<file path="config.mk">
export PLATFORM = sky130hd
export DESIGN_NAME = linear_probe_hash_insert
export DESIGN_NICKNAME = d
export VERILOG_FILES = /design/src/sv/lphi_pkg.sv /design/src/sv/linear_probe_hash_insert.sv
export VERILOG_INCLUDE_DIRS = /design/src /design/src/sv
export SDC_FILE = /design/constraint.sdc
export NUM_CORES = 2
export LEC_CHECK = 0
export ABC_AREA = 1
export ABC_CLOCK_PERIOD_IN_PS = 14700
export BUFFER_PORTS_ARGS = -buffer_cell sky130_fd_sc_hd__clkbuf_2
export CORE_ASPECT_RATIO = 1.1
export CORE_MARGIN = 2
export CORE_UTILIZATION = 40
export DETAILED_ROUTE_END_ITERATION = 12
export SLEW_MARGIN = 20
export SYNTH_ARGS = -nofsm -noshare
export SYNTH_HDL_FRONTEND = slang
export SYNTH_SLANG_ARGS = --single-unit
</file>
<file path="constraint.sdc">
create_clock -name clock -period 14.7 [get_ports clock]
set_input_delay 2.205 -clock clock [delete_from_list [all_inputs] [get_ports clock]]
set_output_delay 2.205 -clock clock [all_outputs]
set_load 0.02 [all_outputs]
</file>
<file path="src/sv/linear_probe_hash_insert_macros.svh">
// Assertion macros for the linear-probe hash insert block.
// No dependencies; included by linear_probe_hash_insert, which checks its own logic.
`ifndef LINEAR_PROBE_HASH_INSERT_MACROS_SVH
`define LINEAR_PROBE_HASH_INSERT_MACROS_SVH
`ifndef SYNTHESIS
`define LPHI_ASSERT_IMPL(label, clk, rst, ante, cons) \
   label: assert property (@(posedge clk) disable iff (rst) (ante) |-> (cons)) \
      else $error("lphi: same-cycle check failed");
`define LPHI_ASSERT_NEXT(label, clk, rst, ante, cons) \
   label: assert property (@(posedge clk) disable iff (rst) (ante) |=> (cons)) \
      else $error("lphi: next-cycle check failed");
`else
`define LPHI_ASSERT_IMPL(label, clk, rst, ante, cons)
`define LPHI_ASSERT_NEXT(label, clk, rst, ante, cons)
`endif
`endif

</file>
<file path="src/sv/lphi_pkg.sv">
// Shared constants and types for the linear-probe hash insert block.
// No dependencies.
package lphi_pkg;

   localparam int TABLE_SIZE  = 128;
   localparam int SLOT_W      = 7;
   localparam int KEY_W       = 31;
   localparam int DIV_W       = 8;
   localparam int PROBE_W     = 7;
   localparam int STATUS_W    = 2;
   localparam int OCC_W       = 8;
   localparam int DIVIDEND_W  = 32;
   localparam int DIV_RADIX_W = 4;
   localparam int DIV_STEPS   = DIVIDEND_W / DIV_RADIX_W;
   localparam int STEP_W      = 3;

   localparam logic REG_DIVISOR   = 1'b0;
   localparam logic [DIV_W-1:0] DIVISOR_RESET = 8'd128;

   typedef enum logic [STATUS_W-1:0] {
      STATUS_STORED = 2'd0,
      STATUS_FULL   = 2'd1,
      STATUS_ZERO   = 2'd2
   } status_type;

   typedef enum logic [4:0] {
      ST_CLEAR = 5'b00001,
      ST_IDLE  = 5'b00010,
      ST_DIV   = 5'b00100,
      ST_PROBE = 5'b01000,
      ST_DONE  = 5'b10000
   } state_type;

endpackage

</file>
<file path="src/sv/linear_probe_hash_insert.sv">
// Linear-probe hash insert: modulo home slot, probe walk over a key memory.
// Depends on lphi_pkg and linear_probe_hash_insert_macros.svh.
//
//   channel  dir  handshake              payload
//   req      in   req_tvalid/req_tready  key_value
//   rsp      out  rsp_tvalid/rsp_tready  slot, probe_count; status in tuser
//   csr      in   APB write/read         divisor at byte address 0
//
// After reset a clearing pass writes zero to all 128 memory entries.
// A key goes through the radix-16 remainder steps, then a probe walk over the
// registered memory read data, then its result loads the output register.
// Zero keys and a full table skip the remainder and probe walk.
// A waiting result holds the next one in the finish state.
`include "linear_probe_hash_insert_macros.svh"

module linear_probe_hash_insert (
   input  logic        clock,
   input  logic        reset,
   input  logic        req_tvalid,
   output logic        req_tready,
   input  logic [31:0] req_tdata,    // [30:0] key_value, [31] zero
   output logic        rsp_tvalid,
   input  logic        rsp_tready,
   output logic [15:0] rsp_tdata,    // [6:0] slot, [13:7] probe_count, [15:14] zero
   output logic [1:0]  rsp_tuser,    // [1:0] status
   input  logic        csr_psel,
   input  logic        csr_penable,
   input  logic        csr_pwrite,
   input  logic [2:0]  csr_paddr,
   input  logic [31:0] csr_pwdata,
   output logic [31:0] csr_prdata,
   output logic        csr_pready
);

   lphi_pkg::state_type state_ff, state_in;

   logic [lphi_pkg::SLOT_W-1:0]     clr_addr_ff, clr_addr_in;
   logic [lphi_pkg::DIV_W-1:0]      divisor_ff, divisor_in;
   logic [lphi_pkg::OCC_W-1:0]      occ_ff, occ_in;
   logic                            chk_valid_ff, chk_valid_in;
   logic                            rsp_valid_ff, rsp_valid_in;

   logic [lphi_pkg::KEY_W-1:0]      key_ff, key_in;
   logic [lphi_pkg::DIVIDEND_W-1:0] dvd_ff, dvd_in;
   logic [lphi_pkg::DIV_W-1:0]      rem_ff, rem_in;
   logic [lphi_pkg::DIV_W-1:0]      dsr_ff, dsr_in;
   logic [lphi_pkg::STEP_W-1:0]     step_ff, step_in;
   logic [lphi_pkg::SLOT_W-1:0]     issue_addr_ff, issue_addr_in;
   logic [lphi_pkg::SLOT_W-1:0]     chk_addr_ff, chk_addr_in;
   logic [lphi_pkg::PROBE_W-1:0]    probe_ff, probe_in;
   logic [lphi_pkg::SLOT_W-1:0]     res_slot_ff, res_slot_in;
   lphi_pkg::status_type            res_status_ff, res_status_in;
   logic [lphi_pkg::PROBE_W-1:0]    res_probe_ff, res_probe_in;
   logic [lphi_pkg::SLOT_W-1:0]     rsp_slot_ff, rsp_slot_in;
   lphi_pkg::status_type            rsp_status_ff, rsp_status_in;
   logic [lphi_pkg::PROBE_W-1:0]    rsp_probe_ff, rsp_probe_in;

   logic [lphi_pkg::KEY_W-1:0]      key_mem [lphi_pkg::TABLE_SIZE];
   logic [lphi_pkg::KEY_W-1:0]      rd_data_ff;
   logic                            mem_we, mem_re;
   logic [lphi_pkg::SLOT_W-1:0]     mem_waddr;
   logic [lphi_pkg::KEY_W-1:0]      mem_wdata;

   logic                            req_accept, csr_write, out_free, probe_hit;
   logic [lphi_pkg::DIV_W-1:0]      eff_divisor, rem_step;
   logic [lphi_pkg::SLOT_W-1:0]     issue_addr_next;

   assign req_tready = (state_ff == lphi_pkg::ST_IDLE);
   assign req_accept = req_tvalid && req_tready;
   assign csr_pready = 1'b1;
   assign csr_write  = csr_psel && csr_penable && csr_pwrite && csr_pready;
   assign csr_prdata = (csr_paddr[2] == lphi_pkg::REG_DIVISOR) ?
                       {24'd0, divisor_ff} : 32'd0;

   assign rsp_tvalid = rsp_valid_ff;
   assign rsp_tdata  = {2'b00, rsp_probe_ff, rsp_slot_ff};
   assign rsp_tuser  = rsp_status_ff;
   assign out_free   = !rsp_valid_ff || rsp_tready;

   assign eff_divisor = (divisor_ff == '0 ||
                         divisor_ff > lphi_pkg::DIV_W'(lphi_pkg::TABLE_SIZE)) ?
                        lphi_pkg::DIV_W'(lphi_pkg::TABLE_SIZE) : divisor_ff;

   assign probe_hit = (state_ff == lphi_pkg::ST_PROBE) && chk_valid_ff &&
                      (rd_data_ff == '0);
   assign issue_addr_next = (issue_addr_ff == lphi_pkg::SLOT_W'(lphi_pkg::TABLE_SIZE - 1)) ?
                            '0 : issue_addr_ff + 1'b1;

   // four restoring remainder steps per cycle
   always_comb begin
      rem_step = rem_ff;
      for (int i = 0; i < lphi_pkg::DIV_RADIX_W; i++) begin
         rem_step = {rem_step[lphi_pkg::DIV_W-2:0], dvd_ff[lphi_pkg::DIVIDEND_W-1-i]};
         if (rem_step >= dsr_ff) begin
            rem_step = rem_step - dsr_ff;
         end
      end
   end

   always_comb begin
      state_in      = state_ff;
      clr_addr_in   = clr_addr_ff;
      divisor_in    = divisor_ff;
      occ_in        = occ_ff;
      chk_valid_in  = chk_valid_ff;
      rsp_valid_in  = rsp_valid_ff && !rsp_tready;
      key_in        = key_ff;
      dvd_in        = dvd_ff;
      rem_in        = rem_ff;
      dsr_in        = dsr_ff;
      step_in       = step_ff;
      issue_addr_in = issue_addr_ff;
      chk_addr_in   = chk_addr_ff;
      probe_in      = probe_ff;
      res_slot_in   = res_slot_ff;
      res_status_in = res_status_ff;
      res_probe_in  = res_probe_ff;
      rsp_slot_in   = rsp_slot_ff;
      rsp_status_in = rsp_status_ff;
      rsp_probe_in  = rsp_probe_ff;
      mem_we        = 1'b0;
      mem_re        = 1'b0;
      mem_waddr     = chk_addr_ff;
      mem_wdata     = key_ff;

      if (csr_write && csr_paddr[2] == lphi_pkg::REG_DIVISOR) begin
         divisor_in = csr_pwdata[lphi_pkg::DIV_W-1:0];
      end

      case (state_ff)
         lphi_pkg::ST_CLEAR: begin
            mem_we      = 1'b1;
            mem_waddr   = clr_addr_ff;
            mem_wdata   = '0;
            clr_addr_in = clr_addr_ff + 1'b1;
            if (clr_addr_ff == lphi_pkg::SLOT_W'(lphi_pkg::TABLE_SIZE - 1)) begin
               state_in = lphi_pkg::ST_IDLE;
            end
         end
         lphi_pkg::ST_IDLE: begin
            if (req_accept) begin
               key_in       = req_tdata[lphi_pkg::KEY_W-1:0];
               res_slot_in  = '0;
               res_probe_in = '0;
               if (req_tdata[lphi_pkg::KEY_W-1:0] == '0) begin
                  res_status_in = lphi_pkg::STATUS_ZERO;
                  state_in      = lphi_pkg::ST_DONE;
               end else if (occ_ff >= lphi_pkg::OCC_W'(lphi_pkg::TABLE_SIZE)) begin
                  res_status_in = lphi_pkg::STATUS_FULL;
                  state_in      = lphi_pkg::ST_DONE;
               end else begin
                  dvd_in   = {1'b0, req_tdata[lphi_pkg::KEY_W-1:0]};
                  rem_in   = '0;
                  dsr_in   = eff_divisor;
                  step_in  = '0;
                  state_in = lphi_pkg::ST_DIV;
               end
            end
         end
         lphi_pkg::ST_DIV: begin
            rem_in  = rem_step;
            dvd_in  = {dvd_ff[lphi_pkg::DIVIDEND_W-lphi_pkg::DIV_RADIX_W-1:0],
                       {lphi_pkg::DIV_RADIX_W{1'b0}}};
            step_in = step_ff + 1'b1;
            if (step_ff == lphi_pkg::STEP_W'(lphi_pkg::DIV_STEPS - 1)) begin
               issue_addr_in = rem_step[lphi_pkg::SLOT_W-1:0];
               chk_valid_in  = 1'b0;
               probe_in      = '0;
               state_in      = lphi_pkg::ST_PROBE;
            end
         end
         lphi_pkg::ST_PROBE: begin
            if (probe_hit) begin
               mem_we        = 1'b1;
               res_slot_in   = chk_addr_ff;
               res_probe_in  = probe_ff;
               res_status_in = lphi_pkg::STATUS_STORED;
               occ_in        = occ_ff + 1'b1;
               chk_valid_in  = 1'b0;
               state_in      = lphi_pkg::ST_DONE;
            end else begin
               mem_re        = 1'b1;
               chk_addr_in   = issue_addr_ff;
               chk_valid_in  = 1'b1;
               issue_addr_in = issue_addr_next;
               if (chk_valid_ff) begin
                  probe_in = probe_ff + 1'b1;
               end
            end
         end
         lphi_pkg::ST_DONE: begin
            if (out_free) begin
               rsp_valid_in  = 1'b1;
               rsp_slot_in   = res_slot_ff;
               rsp_status_in = res_status_ff;
               rsp_probe_in  = res_probe_ff;
               state_in      = lphi_pkg::ST_IDLE;
            end
         end
         default: begin
            state_in = lphi_pkg::ST_IDLE;
         end
      endcase
   end

   always_ff @(posedge clock) begin
      if (reset) begin
         state_ff     <= lphi_pkg::ST_CLEAR;
         clr_addr_ff  <= '0;
         divisor_ff   <= lphi_pkg::DIVISOR_RESET;
         occ_ff       <= '0;
         chk_valid_ff <= 1'b0;
         rsp_valid_ff <= 1'b0;
      end else begin
         state_ff     <= state_in;
         clr_addr_ff  <= clr_addr_in;
         divisor_ff   <= divisor_in;
         occ_ff       <= occ_in;
         chk_valid_ff <= chk_valid_in;
         rsp_valid_ff <= rsp_valid_in;
      end
   end

   always_ff @(posedge clock) begin
      key_ff        <= key_in;
      dvd_ff        <= dvd_in;
      rem_ff        <= rem_in;
      dsr_ff        <= dsr_in;
      step_ff       <= step_in;
      issue_addr_ff <= issue_addr_in;
      chk_addr_ff   <= chk_addr_in;
      probe_ff      <= probe_in;
      res_slot_ff   <= res_slot_in;
      res_status_ff <= res_status_in;
      res_probe_ff  <= res_probe_in;
      rsp_slot_ff   <= rsp_slot_in;
      rsp_status_ff <= rsp_status_in;
      rsp_probe_ff  <= rsp_probe_in;
   end

   always_ff @(posedge clock) begin
      if (mem_we) begin
         key_mem[mem_waddr] <= mem_wdata;
      end
      if (mem_re) begin
         rd_data_ff <= key_mem[issue_addr_ff];
      end
   end

`LPHI_ASSERT_IMPL(a_occ_bound, clock, reset, 1'b1, occ_ff <= lphi_pkg::OCC_W'(lphi_pkg::TABLE_SIZE))
`LPHI_ASSERT_NEXT(a_hit_commit, clock, reset, probe_hit, state_ff == lphi_pkg::ST_DONE && occ_ff == $past(occ_ff) + 1'b1)
`LPHI_ASSERT_IMPL(a_write_src, clock, reset, mem_we, state_ff == lphi_pkg::ST_CLEAR || probe_hit)
`LPHI_ASSERT_NEXT(a_accept_route, clock, reset, req_tvalid && req_tready, state_ff == lphi_pkg::ST_DIV || state_ff == lphi_pkg::ST_DONE)

endmodule

</file>
; Word-level counts from Yosys, hierarchy flattened
; Memories as Yosys holds them, arrays and structs flattened. A register that Yosys moved wholly into a read port is not among the register bits.
; Index checks and enable logic that the tools add are counted.
[classes]
n_addsub = 9
order_cmp = 6
eq_ne = 18
muxes = 55
bitwise_logic = 4
reduce_logical = 29
[op_table]
columns = operator, count
row1 = $mux W7, 17
row2 = $mux W32, 3
row3 = $pmux W7 S2, 5
row4 = $pmux W32 S2, 1
row5 = $logic_not A31 Y1, 2
row6 = $mux W5, 7
row7 = $ge A8 B8 Y1, 4
row8 = $mux W31, 1
row9 = $sub A7 B7 Y7, 4
row10 = $pmux W5 S5, 1
row11 = $add A7 B1 Y7 const B, 3
row12 = $ne A2 B2 Y1 const B, 8
row13 = $reduce_and A4 Y1, 4
row14 = $eq A7 B7 Y1 const B, 2
row15 = $reduce_and A2 Y1, 5
row16 = $mux W3, 3
row17 = $add A8 B1 Y8 const B, 1
row18 = $ge A8 B8 Y1 const B, 1
row19 = $gt A8 B8 Y1 const B, 1
row20 = $logic_not A8 Y1, 1
row21 = $mux W1, 8
row22 = $mux W2, 4
row23 = $mux W8, 1
row24 = $logic_and A1 B1 Y1, 7
row25 = other kinds (18), 27
[word_totals]
ff_bits = 164
ramBits = 3968
inputBits = 74
out_inout_bits = 53
wordCells = 142
mem_count = 1
[memory_table]
columns = name, words, word_bits, read_ports, rd_clocked_by_memory_dff, write_ports, line
row1 = key_mem, 128, 31, 1, 1, 1, linear_probe_hash_insert.sv:58  ; logic [lphi_pkg::KEY_W-1:0] key_mem [lphi_pkg::TABLE_SIZE];

; Logic depth before layout (Yosys ltp)
[depth]
word_depth = 10
ltp_mapped = 42
depth_no_buf = 42

; Worst setup path before layout
; Ideal clock, no wire load.
[synth_path]
kind = flip-flop to flip-flop
startpoint = register dsr_ff[1] (netlist name)
endpoint = register issue_addr_ff[1] (netlist name) (data pin)
setup_time_ns = 0.269
arrival_time_ns = 5.559
required_time_ns = 14.431
slack_ns = 8.871
stages_incl_launch_ff = 35
n_path_buf = 1
synth_period_minus_slack_ns = 5.829
cell_sequence = edfxtp_1 -> inv_1 -> fa_1 -> nand2_1 -> nand2_1 -> nand3_1 -> nand3_1 -> clkbuf_1 -> or2_2 -> a21boi_0 -> ha_1 -> nand2_1 -> inv_1 -> a21oi_1 -> nand2_1 -> nor2_1 -> nand3_1 -> nand2_1 -> inv_1 -> ha_1 -> a21o_1 -> a21boi_0 -> nand3_1 -> inv_1 -> nand3_1 -> and2_1 -> ha_1 -> inv_1 -> o21bai_1 -> a31oi_1 -> nand3_1 -> inv_1 -> or2_2 -> nand2_1 -> o21ai_0
[synth_via]
elab_chain_len = 10
elab_cells_between_ends = 14
cone_classes = 4 x add/sub / 4 x order compare / 6 x mux
[synth_lines]
columns = item, line
row1 = from (decl), linear_probe_hash_insert.sv:46  ; logic [lphi_pkg::DIV_W-1:0] dsr_ff, dsr_in;
row2 = from (signal assigned), linear_probe_hash_insert.sv:228  ; dsr_ff <= dsr_in;
row3 = $sub A7 B7 Y7 or $ge A8 B8 Y1 (tied branches), "linear_probe_hash_insert.sv:95, linear_probe_hash_insert.sv:94"
row4 = $mux W7, linear_probe_hash_insert.sv:94  ; if (rem_step >= dsr_ff) begin
row5 = $sub A7 B7 Y7 or $ge A8 B8 Y1 (tied branches), "linear_probe_hash_insert.sv:95, linear_probe_hash_insert.sv:94"
row6 = $mux W7, linear_probe_hash_insert.sv:94
row7 = $ge A8 B8 Y1 or $sub A7 B7 Y7 (tied branches), "linear_probe_hash_insert.sv:94, linear_probe_hash_insert.sv:95"
row8 = $mux W7, linear_probe_hash_insert.sv:94
row9 = $sub A7 B7 Y7 or $ge A8 B8 Y1 (tied branches), "linear_probe_hash_insert.sv:95, linear_probe_hash_insert.sv:94"
row10 = $mux W7 *, linear_probe_hash_insert.sv:94
row11 = $mux W7 *, linear_probe_hash_insert.sv:165  ; if (step_ff == lphi_pkg::STEP_W'(lphi_pkg::DIV_STEPS - 1)) begin
row12 = $pmux W7 S2 *, linear_probe_hash_insert.sv:130  ; case (state_ff)
row13 = via issue_addr_in (one bit), linear_probe_hash_insert.sv:48  ; logic [lphi_pkg::SLOT_W-1:0] issue_addr_ff, issue_addr_in;
row14 = to (signal assigned), linear_probe_hash_insert.sv:230  ; issue_addr_ff <= issue_addr_in;
row15 = to (decl), linear_probe_hash_insert.sv:48
; The timed path passes the listed nets; every way through them passes the cells marked *. The select of a mux whose other input is x is not followed.
; A chain may end at the register's enable or synchronous reset.

; Worst setup path in the final report
[layout_path]
startpoint = register dsr_ff[5] (netlist name)
endpoint = register issue_addr_ff[1] (netlist name) (data pin)
; Same word-level chain as after synthesis.

==> results_dict.tcl <==
set metrics [dict create \
    outcome "finished clean" \
    end_kind "flop" \
    r2r_end "issue_addr_ff[1]" \
    critical-path-max-stage-delay_ns 0.40 \
    wl_per_cell_um 25.48 \
    nets 13548 \
    drive_above_1_share 0.08526 \
    die_x_um 620.7 \
    synth_edf_count 4133 \
    place_area_sq_um 174600 \
    cp-startpoint "dsr_ff[5]" \
    htreeDepth 5 \
    ioPinCount 127 \
    dieArea_sq_um 423500 \
    post-place-cells 18533 \
    synth_cell_types 48 \
    fin_skew_ns 0.1042 \
    postCtsSetupRepairBufs 0 \
    avgSynthCellArea_sq_um 12.39 \
    worstSetupPathType "flop to flop" \
    clkTransAtPathRegs_ns 0.07 \
    grt_use_total 0.2267 \
    cts.repair.resized 0 \
    post-route-period-util 0.4908 \
    rsz0062_at_grt "no" \
    endpoint "issue_addr_ff[1]" \
    reg2reg_from "dsr_ff[5]" \
    root_buffer "clkbuf_16" \
    yosys_warnings 0 \
    design_area_sq_um 188100 \
    synthArstFlopShare 0 \
    power_density_nw_per_um2 161.2 \
    gp_congestion 0.8971 \
    worst_pin_slew_ns 1.127 \
    final_util 0.4510 \
    netlist_area_sq_um 167300 \
    grt_pass1_wl_mm 703.1 \
    cts.sinks 4163 \
    cp_max_fo 11 \
    reg2regPathDepth 33 \
    row_count 249 \
    finalCriticalPeriod_ns 7.215 \
    worstPathRequired_ns 15.41 \
    drt_pass1_iterations 6 \
    core_sq_um 417200 \
    fmax_mhz 138.6 \
    numCtsBuffers 411 \
    ctsHoldBuffers 0 \
    slowest_stage "or2_2" \
    ys_seq_elements 4163 \
    synth_cells 13508 \
    cts_tree "yes" \
    wl_mm 492.2 \
    ant_nets 0 \
    drtIter0Drc 12561 \
    cts_buffer_depth 4 \
    grt_pass1_vias 100992 \
    fin_setup_tns_ns 0 \
    dr_total_vias 108154 \
    drc 0 \
    numPortBuffers 72 \
    final-hold-violation-count 0 \
    hpwl_mm 260.9 \
    grt_overflow_total 0 \
    final_cells 19315 \
    cp-start-kind "flop" \
    area_growth_pct 12.45 \
    slew_headroom 0.2485 \
    drv_slew 0 \
    antenna_found_initial 30 \
    ys.flop_type "edfxtp_1" \
    hp-class "flop to flop" \
    setup-violations-final 0 \
    clock_latency_ns 1.04 \
    start_util 0.4011 \
    leakagePower_nw 63.98 \
    yosysSeqAreaShare 0.7454 \
    vdd_drop_max_v 0.0001684 \
    grt_max_degree 200 \
    die_h_um 682.3 \
    max_cap_viol_count 0 \
    viasPerCell 5.599 \
    r2r_setup_slack_ns 7.49 \
    crit_arrival_ns 7.93 \
]
==> critical path: cells and delay by family, from the launching register on <==
kind,cells,cell delay (ns)
compound gates,8,1.38
simple gates,15,3.02
fa+ha+maj,4,1.30
buf+inv,6,0.89
flops,1,0.36
==> stage by stage <==
stage | hold WS, ns | setup slack, ns | power, mW
6_report | 0.4198 | 7.485 | 30.33
5_1_grt | 0.4225 | 6.795 | 31.11
4_1_cts | 0.4198 | 7.563 | 30.40
3_5_place_dp | 0.4045 | 7.556 | 20.01
3_3_place_gp | 0.4016 | 7.476 | 19.92
2_1_floorplan | 0.4003 | 8.871 | 17.69
==> flip-flops by register name (all words and copies together) (netlist names), 8 cells and up <==
signal      cells
key_ff         31
dvd_ff         32
key_mem      3968
divisor_ff      8
occ_ff          8
dsr_ff          8
rd_data_ff     31
==> placed cells by master, fill, tap and decap left out, types with 12 or more instances in the layout <==
cell and count:
nand2_1 2597, inv_1 291, clkinv_16 13, o21ai_1 77, nand3_1 1651, edfxtp_1 4133, clkbuf_1 83, xor2_1 15
o21ai_0 1200, ha_1 39, o22ai_1 470, clkinv_1 111, dfxtp_1 30, clkinv_2 76, buf_12 22, a21boi_0 165
clkbuf_2 72, nor2_4 163, nor2_1 1246, nor3_1 16, bufinv_16 42, clkbuf_16 412, buf_4 288, a21oi_1 384
diode_2 12, nand4_1 18, nor4_1 14, conb_1 27
==> worst min path at each step <==
stage,start,to,cells past startpoint
4_1_cts,res_probe_ff[5],rsp_probe_ff[5],0
3_3_place_gp,res_probe_ff[4],rsp_probe_ff[4],0
3_5_place_dp,res_probe_ff[5],rsp_probe_ff[5],0
5_1_grt,res_probe_ff[1],rsp_probe_ff[1],0
2_1_floorplan,res_probe_ff[0],rsp_probe_ff[0],0
6_report,res_probe_ff[5],rsp_probe_ff[5],0
==> cells in the mapped netlist, types with 2 or more instances <==
library cell,number,area [sq um]
a21oi_1,384,1922
edfxtp_1,4133,124100
buf_4,102,765.7
o22ai_1,470,2940
a21boi_0,165,1239
dfxtp_1,30,600.6
buf_2,246,1231
buf_6,3,33.78
nand2_2,9,56.30
clkbuf_1,417,1565
or2_1,2,12.51
a31oi_1,5,31.28
or2_2,5,31.28
nor2_2,3,18.77
o21ai_0,1200,6006
nor4_1,14,87.58
nor2_1,1406,5278
fa_1,4,80.08
conb_1,2,7.510
nand2_1,2602,9767
ha_1,39,488.0
inv_2,13,48.80
nor2_8,2,40.04
o21bai_1,2,15.01
nand4_1,18,112.6
nor3_1,16,80.08
nand3_1,1655,8283
xnor2_1,11,96.34
o211ai_1,2,15.01
buf_1,138,518.0
inv_1,294,1104
and3_1,2,12.51
o21ai_2,2,17.52
o21ai_1,77,385.4
and2_1,2,12.51
nand3b_1,3,22.52
a21o_1,3,22.52
xor2_1,15,131.4
nor2_4,3,33.78
==> where the power goes <==
group | leakage (nW) | switching (mW) | internal (mW) | total, mW
Sequential | 38.2 | 0.109 | 15.5 | 15.6
Combinational | 19.3 | 3.78 | 0.453 | 4.23
Clock | 6.51 | 4.60 | 5.92 | 10.5
Total | 64.0 | 8.49 | 21.8 | 30.3
==> cells by family (layout without fill, tap and decap cells) <==
family / after synthesis / after routing / synth area share
AOI/OAI and AO/OA: 2315 / 2315 / 0.07560
and+or+nand+nor: 5745 / 5745 / 0.1427
xor gates and xnor gates: 26 / 26 / 0.001361
other: 2 / 39 / 0.00004489
buffers and inverters: 1214 / 1462 / 0.03150
adders and majority gates: 43 / 43 / 0.003395
DFF: 4163 / 4163 / 0.7454
==> routing by layer <==
metal / track usage / vias up / part of all wire
met1: 0.3045 / 54043 / 0.40
li1: - / 48445 / -
met3: 0.03172 / 850 / 0.084
met2: 0.3625 / 4812 / 0.46
met5: 0 / - / 0.000057
met4: 0.1108 / 4 / 0.054
==> cell type report <==
| class | instances | area (sq um) |
|---|---|---|
| Sequential cell | 4163 | 124700 |
| Clock inverter | 268 | 2756 |
| Inverter | 308 | 1192 |
| Tap cell | 5522 | 6909 |
| Multi-Input combinational cell | 8156 | 38710 |
| Antenna cell | 12 | 30.03 |
| Fill cell | 37085 | 229000 |
| Timing Repair Buffer | 391 | 3211 |
| Clock buffer | 495 | 10620 |
No activity file was read; power rests on OpenSTA's default activity.
